File: src/rtl/ssc_pkg.sv
// Shared types, widths and the helper function of the sphere contact pipeline.
// Depends on nothing; every other file of the block imports it.
`default_nettype none

package ssc_pkg;

  // Field and datapath widths.
  localparam int unsigned CoordW = 32;
  localparam int unsigned RadW   = 31;
  localparam int unsigned DiffW  = 33;
  localparam int unsigned SumW   = 66;
  localparam int unsigned RootW  = 33;
  localparam int unsigned QuoW   = 30;
  localparam int unsigned HalfW  = 6;

  // Values that travel alongside the length computation.
  typedef struct packed {
    logic [2:0][CoordW-1:0] c1;
    logic [2:0][DiffW-1:0]  mag;
    logic [2:0]             neg;
    logic [RadW-1:0]        r1;
    logic [CoordW-1:0]      rsum;
  } side_t;

  // One slot of the square-root pipeline.
  typedef struct packed {
    side_t             side;
    logic [SumW-1:0]   rem;
    logic [RootW-1:0]  root;
    logic [HalfW-1:0]  hb;
  } sq_t;

  // One slot of the normal division pipeline.
  typedef struct packed {
    side_t                 side;
    logic [RootW-1:0]      len;
    logic                  hit;
    logic [2:0]            sat;
    logic [2:0][DiffW-1:0] rem;
    logic [2:0][QuoW-1:0]  quo;
  } dv_t;

  // Half the index of the leading one of the squared length; zero for zero.
  function automatic logic [HalfW-1:0] half_msb(logic [SumW-1:0] s);
    logic [HalfW:0] m;
    m = '0;
    for (int b = 0; b < SumW; b++) begin
      if (s[b]) begin
        m = (HalfW+1)'(b);
      end
    end
    return m[HalfW:1];
  endfunction

endpackage

`default_nettype wire

File: src/rtl/ssc_div_stage.sv
// One stage of the three normal dividers: one quotient bit per axis.
// Depends on ssc_pkg.
`default_nettype none

module ssc_div_stage import ssc_pkg::*; (
  input  wire logic clk_i,
  input  wire logic rst_ni,
  input  wire logic adv_i,
  input  wire logic valid_i,
  input  dv_t       in_i,
  output logic      valid_o,
  output dv_t       out_o
);

  logic [DiffW:0] twice;
  logic           ge;
  dv_t            out_d, out_q;
  logic           v_q;

  // Restoring division step; the remainder stays below the length once it starts below it.
  always_comb begin
    out_d = in_i;
    twice = '0;
    ge    = 1'b0;
    for (int i = 0; i < 3; i++) begin
      twice = {in_i.rem[i], 1'b0};
      ge    = twice >= {1'b0, in_i.len};
      out_d.rem[i] = ge ? DiffW'(twice - {1'b0, in_i.len}) : twice[DiffW-1:0];
      out_d.quo[i] = {in_i.quo[i][QuoW-2:0], ge};
    end
  end

  always_ff @(posedge clk_i or negedge rst_ni) begin
    if (!rst_ni) begin
      v_q <= 1'b0;
    end else if (adv_i) begin
      v_q <= valid_i;
    end
  end

  always_ff @(posedge clk_i) begin
    if (adv_i) begin
      out_q <= out_d;
    end
  end

  assign valid_o = v_q;
  assign out_o   = out_q;

endmodule

`default_nettype wire

File: config.mk
export PLATFORM = sky130hd
export DESIGN_NAME = ssc_div_stage
export DESIGN_NICKNAME = d
export VERILOG_FILES = /design/src/rtl/ssc_pkg.sv /design/src/rtl/ssc_div_stage.sv
export SDC_FILE = /design/constraint.sdc
export NUM_CORES = 1
export LEC_CHECK = 0
export ABC_AREA = 1
export BUFFER_PORTS_ARGS = -buffer_cell sky130_fd_sc_hd__buf_2
export CORE_AREA = 2 2 385 387
export CTS_BUF_LIST = sky130_fd_sc_hd__clkbuf_8
export DETAILED_ROUTE_END_ITERATION = 7
export DIE_AREA = 0 0 387 389
export PLACE_DENSITY = 0.45
export SLEW_MARGIN = 10
export SYNTH_ARGS = -nofsm -noshare
export SYNTH_HDL_FRONTEND = slang
export SYNTH_SLANG_ARGS = --single-unit
export TNS_END_PERCENT = 20
File: constraint.sdc
create_clock -name clk_i -period 0.9 [get_ports clk_i]
set_input_delay 0.27 -clock clk_i [delete_from_list [all_inputs] [get_ports clk_i]]
set_output_delay 0.27 -clock clk_i [all_outputs]
set_load 0.05 [all_outputs]
==> reports/qor.yml, run 1 <==
area.growth.synth_to_final_pct: 111.9
p_switching_mw: 31.16
final_non_filler_cells: 6553
crit_path_cell_trace: "buf_12"
setup_viol: 1078
drt_first_pass_iters: 5
synth.yosys.warnings: 0
dr_total_vias: 26110
clockRootBuffer: "clkbuf_8"
die_w_um: 387
dpl_cell_area_um2: 39600
clock.fmax_mhz: 554.0
final-max-slew-violation-count: 0
post_synth_num_cell_types: 34
clock_path_buffers: 3
drt_iter0_markers: 1590
fin_area_um2: 50860
die_outline_area_um2: 150500
post_synth.cell_area_avg_um2: 9.615
detail_route.vias_per_cell: 3.984
tritoncts: "built"
cts_buffers: 97
count_of_boundary_i_o_pins: 979
placeableCoreArea_um2: 146600
critical_path.startpoint_type: "flip-flop"
post_synth_inst_count: 2496
p_int_mw: 54.00
yosys_register_bits: 488
gr-total-overflow: 0
finalWorstPathRequiredPeriod_ns: 1.805
power_density_nw_per_um2: 1674
mostFrequentLayoutCell: "nand2_1"
holdWs_ns: -0.1720
power.sequential.fraction_pct: 34.7
clk_pin_slew_ns: 0.06
worstSkewPairLatency_ns: 0.81
violated_checks: "negative hold slack, negative setup slack"
total_number_of_clock_tree_sinks: 488
sequential_element_share_of_the_synthesized_area_pct: 61.04
swShare_pct: 36.59
rr_startpoint: "valid_o"
ctsHtreeMaxLevel: 3
std_cell_rows: 141
post_route_core_utilization_pct: 34.69
power.leakage_nw: 23.43
first_global_vias: 25870
timing.critical_path.max_delay_family: "flip-flops"
drv_cap: 0
max-slew-margin-rel_pct: 33.95
drc: 0
min_period_over_period_pct: 200.6
crit_path_max_fanout: 1
io_buffer_count: 975
grt_first_pass_wirelength_um: 223700
initial_core_util_pct: 16.37
worst-setup-path-type: "reg -> out"
syn-num-nets: 3089
timing.critical_path.slowest_cell_delay_ns: 0.50
detail-route-antenna-nets: 0
routedWlPerCell_um: 26.30
slowest_stage_cell_on_the_critical_path: "edfxtp_1"
setup.worst_path.end_class: "primary output"
clock_power_share_pct: 27.8
grt_antenna_before_repair: 108
rsz0062_at_grt: "yes"
worst-endpoint-required_ns: 0.63
timing.critical_path.buf_inv: 1
place_hpwl_um: 141000
routabilityCongestion: 0.9633
worst_setup_path_startpoint: "out_o[50]"
netlist_area_um2: 24000
number_of_failing_hold_endpoints_at_the_final_stage: 2
power_consumption_mw: 85.16
grt_max_degree: 36
timing_worst_slew_pin_value_ns: 0.9875
total_routed_length_um: 172400
clock_skew_ns: 0
irDropWorstVdd_v: 0.0008893
place_worst_setup_slack_ns: -1.855
post-place-cells: 5801
grtUsageTotal_pct: 21.94
hp-start: "in_i[102]"
fin_ws_ns: -0.9050
worst_hold_path_type: "in -> reg"
status: "finished with violations"
cp.arrival_ns: 1.54
final_layout_size_suffix_gt1_share_pct: 44.35
top_library_cells_by_usage_in_the_layout_fill_and_taps_aside: "nand2_1 (758), edfxtp_1 (487), dlygate4sd3_1 (484)"
nNetsFinal: 5114
power.share.combinational_pct: 37.5
floorplan.die.height_um: 389
==> flip-flops by register name (all words and copies together), names as in the netlist <==
| name | flops |
|---|---|
| out_o | 487 |
| valid_o | 1 |
==> repair_timing <==
item,in CTS,in global routing
hold buffers,485,1
setup buffers,31,23
pin swaps,25,113
endpoints found under the hold margin,501,3
resized for setup,475,451
endpoints found under the setup margin,590,1078
gates cloned,2,15
==> layout make-up <==
| cell class | instances | area, um^2 |
|---|---|---|
| Antenna cell | 30 | 75.07 |
| Clock buffer | 103 | 1418 |
| Clock inverter | 68 | 500.5 |
| Fill cell | 14890 | 95750 |
| Inverter | 439 | 1727 |
| Multi-Input combinational cell | 1547 | 9712 |
| Sequential cell | 488 | 14650 |
| Tap cell | 1930 | 2415 |
| Timing Repair Buffer | 1948 | 20360 |
==> power groups by stage <==
stage	Clock [mW]	Sequential (mW)	Combinational, mW
2_1_floorplan	0	36.0	4.90
3_3_place_gp	0	29.8	26.7
3_5_place_dp	0	29.7	26.7
4_1_cts	24.6	29.6	30.2
5_1_grt	25.4	29.7	33.5
6_report	23.7	29.5	31.9
==> cell usage after synthesis, drive strengths merged <==
master  number  area [um^2]
nand2      985         3725
edfxtp     487        14620
inv        439         1650
nor2       136        538.0
nand3      124        635.6
ha          99         1239
a21oi       61        316.6
xor2        42        367.9
nand3b      25        187.7
buf         22        192.7
and2        21        131.4
nor3        21        115.1
nand4        9        56.30
or2          8        50.05
o21ai        5        25.02
fa           3        60.06
and3         2        12.51
nor4         2        12.51
a21o         1        7.510
dfrtp        1        25.02
mux2         1        11.26
o21bai       1        7.510
xnor2        1        8.760
==> stage by stage <==
stage,TNS [ns],hold slack [ns]
after detailed placement,-329.64,0.04996
final,-738.52,-0.1720
after global placement,-326.25,0.04586
after global routing,-755.90,-0.2688
after floorplan,-101.04,-0.02559
after CTS,-761.41,-0.1813
==> kinds of logic (layout without fill, tap and decap cells) <==
logic type / count (synthesis) / count (layout) / share of synthesized area, %
simple gates: 1333 / 1333 / 22.77
flops: 488 / 488 / 61.04
buf+inv: 461 / 2558 / 7.679
fa+ha+maj: 102 / 102 / 5.412
compound gates: 68 / 68 / 1.486
xor+xnor: 43 / 43 / 1.569
mux: 1 / 1 / 0.04692
other cells: 0 / 30 / 0
==> path summary, 6_finish.rpt <==
path,cells past startpoint,slack [ns],end
worst min register to register,2,0.65,valid_o
worst min-delay path,3,-0.17,out_o[103]
worst max-delay path,1,-0.91,out_o[50]
max in group asynchronous,3,0.48,valid_o
min in group asynchronous,3,0.31,valid_o
worst max register to register,2,0,valid_o
==> layer usage <==
metal / vias to the layer above / track usage [%] / routed length [um]
met4: 36 / 4.863 / 4691
met3: 264 / 8.316 / 16650
met5: - / 0 / 222
met1: 12540 / 27.02 / 70410
li1: 12120 / - / -
met2: 1154 / 36.21 / 80400
Note: power is estimated with default switching activity, not from simulation.
==> run 2: changes to the inputs <==
--- a/config.mk
+++ b/config.mk
@@ -11,7 +11,8 @@
 export CTS_BUF_LIST = sky130_fd_sc_hd__clkbuf_8
 export DETAILED_ROUTE_END_ITERATION = 7
 export DIE_AREA = 0 0 387 389
-export PLACE_DENSITY = 0.45
+export MAX_ROUTING_LAYER = met4
+export SKIP_LAST_GASP = 1
 export SLEW_MARGIN = 10
 export SYNTH_ARGS = -nofsm -noshare
 export SYNTH_HDL_FRONTEND = slang
==> reports/qor.yml, run 2 (same netlist as run 1, synthesis figures left out) <==
status: "finished with violations"
violated_checks: "negative setup slack"
power.leakage_nw: 23.25
count_of_boundary_i_o_pins: 979
floorplan.die.height_um: 389
critical_path.reg2reg.endpoint: "valid_o"
storage_element_area_um2: 14650
irDropWorstVdd_v: 0.001371
first_global_vias: 25920
finalWorstPathRequiredPeriod_ns: 1.849
nNetsFinal: 5118
drt_iter0_markers: 1830
grt_max_degree: 35
worst-setup-path-type: "reg -> out"
place_hpwl_um: 145200
clock.fmax_mhz: 540.8
detail_route.vias_per_cell: 4.057
timing.critical_path.slowest_cell_delay_ns: 0.55
crit_path_max_fanout: 1
largest_register_ffs: 487
mostFrequentLayoutCell: "nand2_1"
grt_first_pass_wirelength_um: 228200
top_library_cells_by_usage_in_the_layout_fill_and_taps_aside: "nand2_1 (774), buf_2 (596), dlygate4sd3_1 (492)"
max-slew-margin-rel_pct: 35.49
setup_viol: 1065
rr_startpoint: "valid_o"
worstSkewPairLatency_ns: 0.78
tritoncts: "built"
routedWlPerCell_um: 27.25
clockRootBuffer: "clkbuf_8"
crit_end: "out_o[258]"
initial_core_util_pct: 16.37
drt_first_pass_iters: 5
cp.arrival_ns: 1.58
rsz0062_at_grt: "yes"
worst_setup_path_startpoint: "out_o[258]"
worst_hold_path_type: "in -> reg"
post-place-cells: 5805
min_period_over_period_pct: 205.5
fin_ws_ns: -0.9492
std_cell_rows: 141
n_fill_cell: 14700
dr_total_vias: 26720
setup-tns-final_ns: -634.23
grt_antenna_before_repair: 119
drc: 0
critical_path.startpoint_type: "flip-flop"
timing_worst_slew_pin_value_ns: 0.9644
gr-total-overflow: 0
die_w_um: 387
grtUsageTotal_pct: 23.21
detail-route-antenna-nets: 0
drv_cap: 0
crit_path_cell_trace: "buf_12"
cts_buffers: 95
clock_skew_ns: 0
final_non_filler_cells: 6586
final_layout_size_suffix_gt1_share_pct: 45.22
critical_path_depth: 1
timing.critical_path.max_delay_family: "flip-flops"
timing.critical_path.buf_inv: 1
worst-endpoint-required_ns: 0.63
total_routed_length_um: 179500
die_outline_area_um2: 150500
ctsHtreeMaxLevel: 3
power_density_nw_per_um2: 1678
placeableCoreArea_um2: 146600
multiInputGateArea_um2: 10040
total_number_of_clock_tree_sinks: 488
io_buffer_count: 975
slowest_stage_cell_on_the_critical_path: "edfxtp_1"
r2r_slack_ns: 0.16
setup.worst_path.end_class: "primary output"
clock_path_buffers: 3
routabilityCongestion: 1.141
number_of_failing_hold_endpoints_at_the_final_stage: 0
r2r.worst_path.cells: 1
clk_pin_slew_ns: 0.06
area.growth.synth_to_final_pct: 110.8
final-max-slew-violation-count: 0
-- run 2: layout make-up --
| type | instances | share of cell area (%) |
|---|---|---|
| Antenna cell | 58 | 0.2870 |
| Timing Repair Buffer | 1949 | 39.03 |
| Sequential cell | 488 | 28.96 |
| Inverter | 439 | 3.377 |
| Clock buffer | 96 | 2.612 |
| Tap cell | 1930 | 4.774 |
| Multi-Input combinational cell | 1552 | 19.85 |
| Clock inverter | 74 | 1.108 |
-- run 2: report_power, final --
| part | internal [mW] | switching, mW |
|---|---|---|
| combinational | 13.5 | 18.3 |
| sequential | 27.7 | 1.87 |
| clock | 12.1 | 11.4 |
-- run 2: metal layers --
| metal | global-route usage (%) | up-vias | share of wire, % |
|---|---|---|---|
| li1 | - | 12170 | - |
| met1 | 27.22 | 12840 | 40 |
| met2 | 35.47 | 1371 | 44 |
| met3 | 9.779 | 344 | 11 |
| met4 | 8.178 | 0 | 4.7 |
| met5 | - | - | 0 |
-- run 2: per-stage QoR --
| step | instance area, um^2 | hold slack (ns) | power [mW] | util [%] | setup WS (ns) |
|---|---|---|---|---|---|
| after floorplan | 24070 | -0.02559 | 40.91 | - | -1.014 |
| after global placement | 39950 | 0.04443 | 56.92 | 27.25 | -1.748 |
| after detailed placement | 39950 | 0.04796 | 56.92 | 27.25 | -1.804 |
| after CTS | 47530 | -0.003633 | 83.67 | 32.42 | -1.020 |
| after global routing | 50540 | -0.008356 | 87.97 | 34.47 | -1.015 |
| final | 50580 | 0.05145 | 84.87 | 34.50 | -0.9492 |
-- run 2: timing repair --
| item | 4_1_cts | 5_1_grt |
|---|---|---|
| resized for setup | 145 | 573 |
| gates cloned | 1 | 17 |
| pin swaps | 15 | 163 |
| hold endpoints to repair | 519 | 1 |
| hold buffers | 492 | 1 |
| setup endpoints to repair | 590 | 1065 |
| buffers inserted | 6 | 38 |
-- run 2: how the worst min path moves through the flow --
stage,from,cells past startpoint,to
global placement,rst_ni,1,valid_o
CTS,in_i[167],5,out_o[168]
detailed placement,rst_ni,1,valid_o
finish,in_i[187],5,out_o[188]
global route,in_i[187],5,out_o[188]
floorplan,rst_ni,0,valid_o
