$ cat src/rtl/ssc_pkg.sv
// Shared types, widths and the helper function of the sphere contact pipeline.
// Depends on nothing; every other file of the block imports it.
`default_nettype none

package ssc_pkg;

  // Field and datapath widths.
  localparam int unsigned CoordW = 32;
  localparam int unsigned RadW   = 31;
  localparam int unsigned DiffW  = 33;
  localparam int unsigned SumW   = 66;
  localparam int unsigned RootW  = 33;
  localparam int unsigned QuoW   = 30;
  localparam int unsigned HalfW  = 6;

  // Values that travel alongside the length computation.
  typedef struct packed {
    logic [2:0][CoordW-1:0] c1;
    logic [2:0][DiffW-1:0]  mag;
    logic [2:0]             neg;
    logic [RadW-1:0]        r1;
    logic [CoordW-1:0]      rsum;
  } side_t;

  // One slot of the square-root pipeline.
  typedef struct packed {
    side_t             side;
    logic [SumW-1:0]   rem;
    logic [RootW-1:0]  root;
    logic [HalfW-1:0]  hb;
  } sq_t;

  // One slot of the normal division pipeline.
  typedef struct packed {
    side_t                 side;
    logic [RootW-1:0]      len;
    logic                  hit;
    logic [2:0]            sat;
    logic [2:0][DiffW-1:0] rem;
    logic [2:0][QuoW-1:0]  quo;
  } dv_t;

  // Half the index of the leading one of the squared length; zero for zero.
  function automatic logic [HalfW-1:0] half_msb(logic [SumW-1:0] s);
    logic [HalfW:0] m;
    m = '0;
    for (int b = 0; b < SumW; b++) begin
      if (s[b]) begin
        m = (HalfW+1)'(b);
      end
    end
    return m[HalfW:1];
  endfunction

endpackage

`default_nettype wire

$ cat src/rtl/ssc_sqrt_stage.sv
// One stage of the square-root pipeline: decides a single root bit.
// Depends on ssc_pkg.
`default_nettype none

module ssc_sqrt_stage import ssc_pkg::*; #(
  parameter int unsigned BIT   = 0,
  parameter int unsigned STEPS = 32
) (
  input  wire logic clk_i,
  input  wire logic rst_ni,
  input  wire logic adv_i,
  input  wire logic valid_i,
  input  sq_t       in_i,
  output logic      valid_o,
  output sq_t       out_o
);

  localparam int unsigned Lim = BIT + STEPS;

  logic [SumW:0] trial;
  logic          en;
  logic          take;
  sq_t           out_d, out_q;
  logic          v_q;

  // Growth of the square when this bit is set: 2*r*2^k + 2^2k.
  always_comb begin
    trial = ((SumW+1)'(in_i.root) << (BIT + 1)) + ((SumW+1)'(1) << (2 * BIT));
    en    = 32'(in_i.hb) < Lim;
    take  = en && (trial <= {1'b0, in_i.rem});
    out_d = in_i;
    if (take) begin
      out_d.rem  = in_i.rem - trial[SumW-1:0];
      out_d.root = in_i.root | (RootW'(1) << BIT);
    end
  end

  always_ff @(posedge clk_i or negedge rst_ni) begin
    if (!rst_ni) begin
      v_q <= 1'b0;
    end else if (adv_i) begin
      v_q <= valid_i;
    end
  end

  always_ff @(posedge clk_i) begin
    if (adv_i) begin
      out_q <= out_d;
    end
  end

  assign valid_o = v_q;
  assign out_o   = out_q;

endmodule

`default_nettype wire

$ cat config.mk
export PLATFORM = sky130hd
export DESIGN_NAME = ssc_sqrt_stage
export DESIGN_NICKNAME = d
export VERILOG_FILES = /design/src/rtl/ssc_pkg.sv /design/src/rtl/ssc_sqrt_stage.sv
export SDC_FILE = /design/constraint.sdc
export NUM_CORES = 1
export LEC_CHECK = 0
export ABC_AREA = 1
export ABC_CLOCK_PERIOD_IN_PS = 1600
export BUFFER_PORTS_ARGS = -buffer_cell sky130_fd_sc_hd__buf_2
export CAP_MARGIN = 30
export CORE_AREA = 4 4 282 284
export DETAILED_ROUTE_END_ITERATION = 8
export DIE_AREA = 0 0 286 288
export GPL_TIMING_DRIVEN = 0
export PLACE_DENSITY_LB_ADDON = 0.3
export SKIP_CTS_REPAIR_TIMING = 1
export SYNTH_ARGS = -nofsm -noshare
export SYNTH_HDL_FRONTEND = slang
export SYNTH_SLANG_ARGS = --single-unit
$ cat constraint.sdc
create_clock -name clk_i -period 1.6 [get_ports clk_i]
set_clock_uncertainty 0.15 [all_clocks]
set_input_delay 0 -clock clk_i [delete_from_list [all_inputs] [get_ports clk_i]]
set_output_delay 0 -clock clk_i [all_outputs]
set_load 0.03 [all_outputs]
==> impl_metrics.tcl, run 1 <==
set metrics [dict create \
    rsz0062_at_grt "yes" \
    grt_pass1_wl_um 115700 \
    fin_crit_ns 1.787 \
    r2r_setup_slack_ns 0.71 \
    setup_viol 65 \
    r2r_start "valid_o$_DFFE_PN0P_" \
    synth_adder_area_share_pct 2.778 \
    wl_per_cell_um 24.79 \
    startpoint "in_i[39]" \
    syn_inst 1470 \
    synth_top_family_by_area "simple AND/OR/NAND/NOR gates" \
    endpoint_kind "flip-flop" \
    synth-seq-area-share_pct 68.70 \
    hold_path.class "in2reg" \
    synth-compound-area-share_pct 2.528 \
    dp.cells 3249 \
    clkLatencyLatePin_ns 0.58 \
    drt_iter0_markers 846 \
    final_cells 3880 \
    power_switching_w 0.009403 \
    dr.pass1.iters 5 \
    synth-xor-area-share_pct 1.748 \
    port_buffers 736 \
    clock_path_buffers 3 \
    clockRootBuffer "clkbuf_16" \
    die_h_um 288 \
    postRouteWirelength_um 96170 \
    ir_worst_vdd_uv 697.3 \
    drc_errors 0 \
    fill_cells 7756 \
    multi_input_area_sq_um 5650 \
    initial_core_util_pct 20.80 \
    synthTopCellsByCount "nand2_1 (547), edfxtp_1 (366), inv_1 (157)" \
    yosysWarnings 0 \
    clk_pin_slew_ns 0.06 \
    synth_ff_type "edfxtp_1" \
    post_dp_cell_area_sq_um 21720 \
    chipWidth_um 286 \
    cts_tree "done" \
    postRouteAntennaNets 0 \
    cts_buffers 47 \
    cp_num_buf_inv 5 \
    setup_slack_ns -0.1867 \
    cts_sinks 367 \
    tightest_slew_ns 0.7018 \
    maxCapViolCount 0 \
    yosysTopAreaCellShare_pct 68.54 \
    gp_congestion 0.9397 \
    power.internal_w 0.01979 \
    synthesis.nets 1875 \
    timing.fmax_mhz 559.7 \
    status "finished with violations" \
    swShare_pct 32.21 \
    required_ns 1.90 \
    r2r_end "valid_o$_DFFE_PN0P_" \
    rows 102 \
    synth_edf_count 366 \
    htree_levels 2 \
    cp-endpoint "out_o[64]$_DFFE_PP_" \
    cp_cell_sequence "buf_4, inv_2, fa_2, inv_1, nand4_1, nand3_2, nand2_2, nand2_4, nand2_4, nand2_4, nor2_4, nor2_4, buf_12, buf_8, nand2_2, nand2_4" \
    p_clk_share_pct 35.4 \
    synth-simple-area-share_pct 19.48 \
    cp_top_family "simple AND/OR/NAND/NOR gates" \
    syn_to_final_growth_pct 83.80 \
    grt_usage_pct 20.65 \
    design_area_sq_um 29470 \
    synthMuxAreaShare_pct 0.07022 \
    hpwl_um 76000 \
    hold_violations 124 \
    violations "negative hold slack, negative setup slack" \
    arrival_ns 2.09 \
    drive_gt1_share_pct 40.52 \
    crit_type "in2reg" \
    yosysMostFrequentCell "nand2_1" \
    antenna_found_initial 47 \
    combPwrFrac_pct 24.3 \
    pre_cts_ws_ns -1.391 \
    period_share_pct 111.7 \
    synthArstFlopShare_pct 0.2725 \
    slew_headroom_pct 53.21 \
    synth_area_leader_cell "edfxtp_1" \
    grt_pass1_vias 13520 \
    core_sq_um 77080 \
    ys_types 31 \
    worst_path_most_repeated_cell "nand2_4" \
    power_per_cell_area_nw_per_um2 990.6 \
    startpoint_type "primary input" \
    reg2reg_depth 1 \
    worst-path-stages 16 \
    synth_area_leaders "edfxtp_1 (69%), nand2_1 (13%), inv_1 (3.7%)" \
    synth_seq_cells 367 \
    grt_max_degree 119 \
    vias 16160 \
    seqPwrFrac_pct 40.3 \
    leakage_nw 12.93 \
    syn_area_per_cell_sq_um 10.91 \
    cp_max_fo 9 \
    pin_count 737 \
    area.sequential_sq_um 11020 \
    syn_area_sq_um 16040 \
    final_nets 3187 \
    drv_slew 0 \
    cpPeakStageDelay_ns 0.45 \
    viasPerCell 4.166 \
    holdWs_ns -0.5618 \
    slowest_stage "fa_2" \
    grt_overflow 0 \
    die_area_sq_um 82370 \
    final_core_util_pct 38.24 \
]
kinds of logic (layout without fill, tap and decap cells):
group / Yosys count / in the layout
compound gates: 74 / 74
xor+xnor: 32 / 32
fa+ha+maj: 35 / 35
buf+inv: 183 / 1534
flops: 367 / 367
mux: 1 / 1
other cells: 0 / 19
simple gates: 778 / 778
per-stage QoR:
step           setup TNS [ns]  power [W]
3_5_place_dp          -108.79    0.01751
3_3_place_gp         -2123.99    0.01759
6_report               -7.329    0.02920
4_1_cts                -30.57    0.02798
2_1_floorplan          -14.69    0.01491
5_1_grt                -13.50    0.03039
layout make-up:
cell class                      instances  area share, %
Sequential cell                       367          37.37
Tap cell                             1040          4.415
Clock inverter                         37         0.9212
Clock buffer                           51          4.114
Buffer                                 14         0.6920
Inverter                              169          2.203
Multi-Input combinational cell        920          19.17
Timing Repair Buffer                 1263          30.95
Antenna cell                           19         0.1613
state kept, by name (all words and copies together) (netlist names):
register,count
out_o,366
valid_o,1
power by group through the flow:
| stage | registers (W) | logic [W] | clock network, W |
|---|---|---|---|
| final | 0.0118 | 0.00710 | 0.0103 |
| after floorplan | 0.0136 | 0.00131 | 0 |
| after global placement | 0.0120 | 0.00555 | 0 |
| after CTS | 0.0117 | 0.00560 | 0.0106 |
| after detailed placement | 0.0119 | 0.00559 | 0 |
| after global routing | 0.0118 | 0.00747 | 0.0111 |
layout by cell type, fill, tap and decap left out, types with 18 or more instances in the layout:
cell type	count
a21oi_1	18
buf_2	725
buf_4	31
clkbuf_16	55
diode_2	19
dlygate4sd3_1	487
edfxtp_1	366
ha_4	33
inv_1	133
inv_2	30
nand2_1	430
nand2_2	80
nand2_4	39
nand3_1	36
nor2_1	94
nor2_4	21
nor3_1	21
xor2_1	29
metal layers:
metal	up-vias	global-route usage (%)	part of all wire, %
li1	7548	-	-
met1	7784	23.76	37
met2	648	37.02	50
met3	160	7.118	8.8
met4	24	4.706	3.5
met5	-	0	0.16
worst min path at each step:
stage                          end  slack, ns  depth (start not counted)      from
6_report       out_o[10]$_DFFE_PP_      -0.56                          1  in_i[10]
5_1_grt        out_o[10]$_DFFE_PP_      -0.59                          1  in_i[10]
4_1_cts        valid_o$_DFFE_PN0P_      -1.01                          1    rst_ni
3_5_place_dp   valid_o$_DFFE_PN0P_      -0.37                          1    rst_ni
3_3_place_gp   valid_o$_DFFE_PN0P_      -0.37                          1    rst_ni
2_1_floorplan  valid_o$_DFFE_PN0P_      -0.45                          0    rst_ni
(Power assumes the default switching activity.)
==> run 2: changes to the inputs <==
--- a/config.mk
+++ b/config.mk
@@ -14,7 +14,9 @@
 export DIE_AREA = 0 0 286 288
 export GPL_TIMING_DRIVEN = 0
 export PLACE_DENSITY_LB_ADDON = 0.3
+export REMOVE_ABC_BUFFERS = 1
 export SKIP_CTS_REPAIR_TIMING = 1
 export SYNTH_ARGS = -nofsm -noshare
 export SYNTH_HDL_FRONTEND = slang
 export SYNTH_SLANG_ARGS = --single-unit
+export TNS_END_PERCENT = 5
==> run 2 against run 1 <==
  * The run still ends with negative hold slack, negative setup slack left
  * Setup slack worse by 0.0095 ns
  * Register-to-register slack worse by 0.02 ns
  * Via count shrank 1.2%
  * Critical path depth is 1 higher
  * Non-clock buffer count decreased by 41
  * Flip-flop and latch count unchanged
  * Fmax is 0.53% lower
  * Combinational power shrank 3.0%
  * Sequential power hardly changed
  * Final area is 2.4% lower
  * Critical endpoint is now out_o[103]$_DFFE_PP_
  * Highest routed layer unchanged
==> impl_metrics.tcl, run 2 (same netlist as run 1, synthesis figures left out) <==
set metrics [dict create \
    grt_use_met2_pct 33.81 \
    grt_max_degree 106 \
    slowest_stage "ha_2" \
    clockRootBuffer "clkbuf_16" \
    pin_count 737 \
    tightest_slew_ns 0.8067 \
    startpoint "in_i[16]" \
    drc_errors 0 \
    cts_buffers 46 \
    grt_usage_pct 19.67 \
    required_ns 1.77 \
    finalSetupTns_ns -11.08 \
    clkLatencyLatePin_ns 0.56 \
    gr-usage-met3_pct 7.815 \
    post_dp_cell_area_sq_um 21090 \
    vias 15970 \
    core_sq_um 77080 \
    postRouteAntennaNets 0 \
    timing.fmax_mhz 556.7 \
    drv_slew 0 \
    status "finished with violations" \
    clk_pin_slew_ns 0.06 \
    gp_congestion 0.9134 \
    startpoint_type "primary input" \
    grt_pass1_wl_um 111000 \
    grt_overflow 0 \
    violations "negative hold slack, negative setup slack" \
    crit_type "in2reg" \
    holdWs_ns -0.5440 \
    wl_per_cell_um 24.41 \
    cp_max_fo 9 \
    r2r_start "valid_o$_DFFE_PN0P_" \
    slew_headroom_pct 46.04 \
    drive_gt1_share_pct 38.73 \
    dr.pass1.iters 5 \
    hold_violations 103 \
    leakage_nw 12.62 \
    fin_crit_ns 1.796 \
    cp_cell_sequence "buf_2, inv_1, ha_2, a21oi_2, o21ai_2, nand2_1, nand2_2, inv_2, nand2_4, nand2_4, nand2_4, nor2_4, nor2_4, buf_12, clkbuf_16, nand2_1, nand2_1" \
    antenna_found_initial 36 \
    largest_register_ffs 366 \
    chipWidth_um 286 \
    drt_iter0_markers 910 \
    design_area_sq_um 28760 \
    period_share_pct 112.3 \
    totalPowerFinal_w 0.02912 \
    setup_viol 94 \
    initial_core_util_pct 20.80 \
    viasPerCell 4.173 \
    arrival_ns 1.97 \
    rsz0062_at_grt "yes" \
    gr-max-usage-layer "met2" \
    hold_path.class "in2reg" \
    power_per_cell_area_nw_per_um2 1013 \
    final_nets 3147 \
    postRouteWirelength_um 93400 \
    cts_tree "done" \
    grt_pass1_vias 13470 \
    cts_sinks 367 \
    maxCapViolCount 0 \
    die_h_um 288 \
    cpPeakStageDelay_ns 0.30 \
    syn_to_final_growth_pct 79.35 \
    ir_worst_vdd_uv 743.1 \
    final_core_util_pct 37.31 \
    die_area_sq_um 82370 \
    final_cell_mix "buf_2 (731), nand2_1 (471), dlygate4sd3_1 (463)" \
    port_buffers 736 \
    rows 102 \
    clock_path_buffers 3 \
    final_common_cell "buf_2" \
    grt.met1_usage_pct 21.18 \
    endpoint_kind "flip-flop" \
    htree_levels 2 \
    hpwl_um 72450 \
    hold_start "in_i[8]" \
    setup_slack_ns -0.1961 \
]
run 2: critical path: cells and delay by family:
family                     cells  cell delay (ns)
AOI/OAI and AO/OA              2             0.28
adders and majority gates      1             0.30
buffers and inverters          5             0.57
and+or+nand+nor                9             0.80
run 2: layout make-up:
class | count | area, sq um
clock inverter | 29 | 306.5
clock buffer | 55 | 1185
tap | 1040 | 1301
timing repair buffer | 1236 | 8833
multi-input combinational | 922 | 5456
fill | 7781 | 48320
sequential | 367 | 11020
antenna | 9 | 22.52
inverter | 169 | 639.4
run 2: metrics by stage:
stage	cells	setup WS, ns	hold slack, ns
after floorplan	1456	-1.320	-0.4456
after global placement	3232	-6.024	-0.3751
after detailed placement	3239	-1.752	-0.3749
after CTS	3323	-1.131	-1.005
after global routing	3823	-0.2487	-0.5822
final	3827	-0.1961	-0.5440
run 2: report_power, final:
part | switching (W) | total, W | internal, W
logic | 0.00446 | 0.00689 | 0.00243
clock network | 0.00437 | 0.0105 | 0.00613
registers | 0.000217 | 0.0117 | 0.0115
total | 0.00905 | 0.0291 | 0.0201
run 2: path summary, 6_finish.rpt:
| check | slack (ns) | cells after the start | end |
|---|---|---|---|
| hold reg to reg | 0.39 | 1 | valid_o$_DFFE_PN0P_ |
| max in group asynchronous | 1.09 | 3 | valid_o$_DFFE_PN0P_ |
| setup / recovery | -0.20 | 17 | out_o[103]$_DFFE_PP_ |
| min in group asynchronous | 0.11 | 3 | valid_o$_DFFE_PN0P_ |
| setup reg to reg | 0.69 | 1 | valid_o$_DFFE_PN0P_ |
| hold / removal | -0.54 | 1 | out_o[8]$_DFFE_PP_ |
run 2: layer usage:
metal	part of all wire [%]	routed length, um
met3	8.0	7464
met5	0.20	187
met4	6.1	5690
met2	48	45190
met1	37	34870
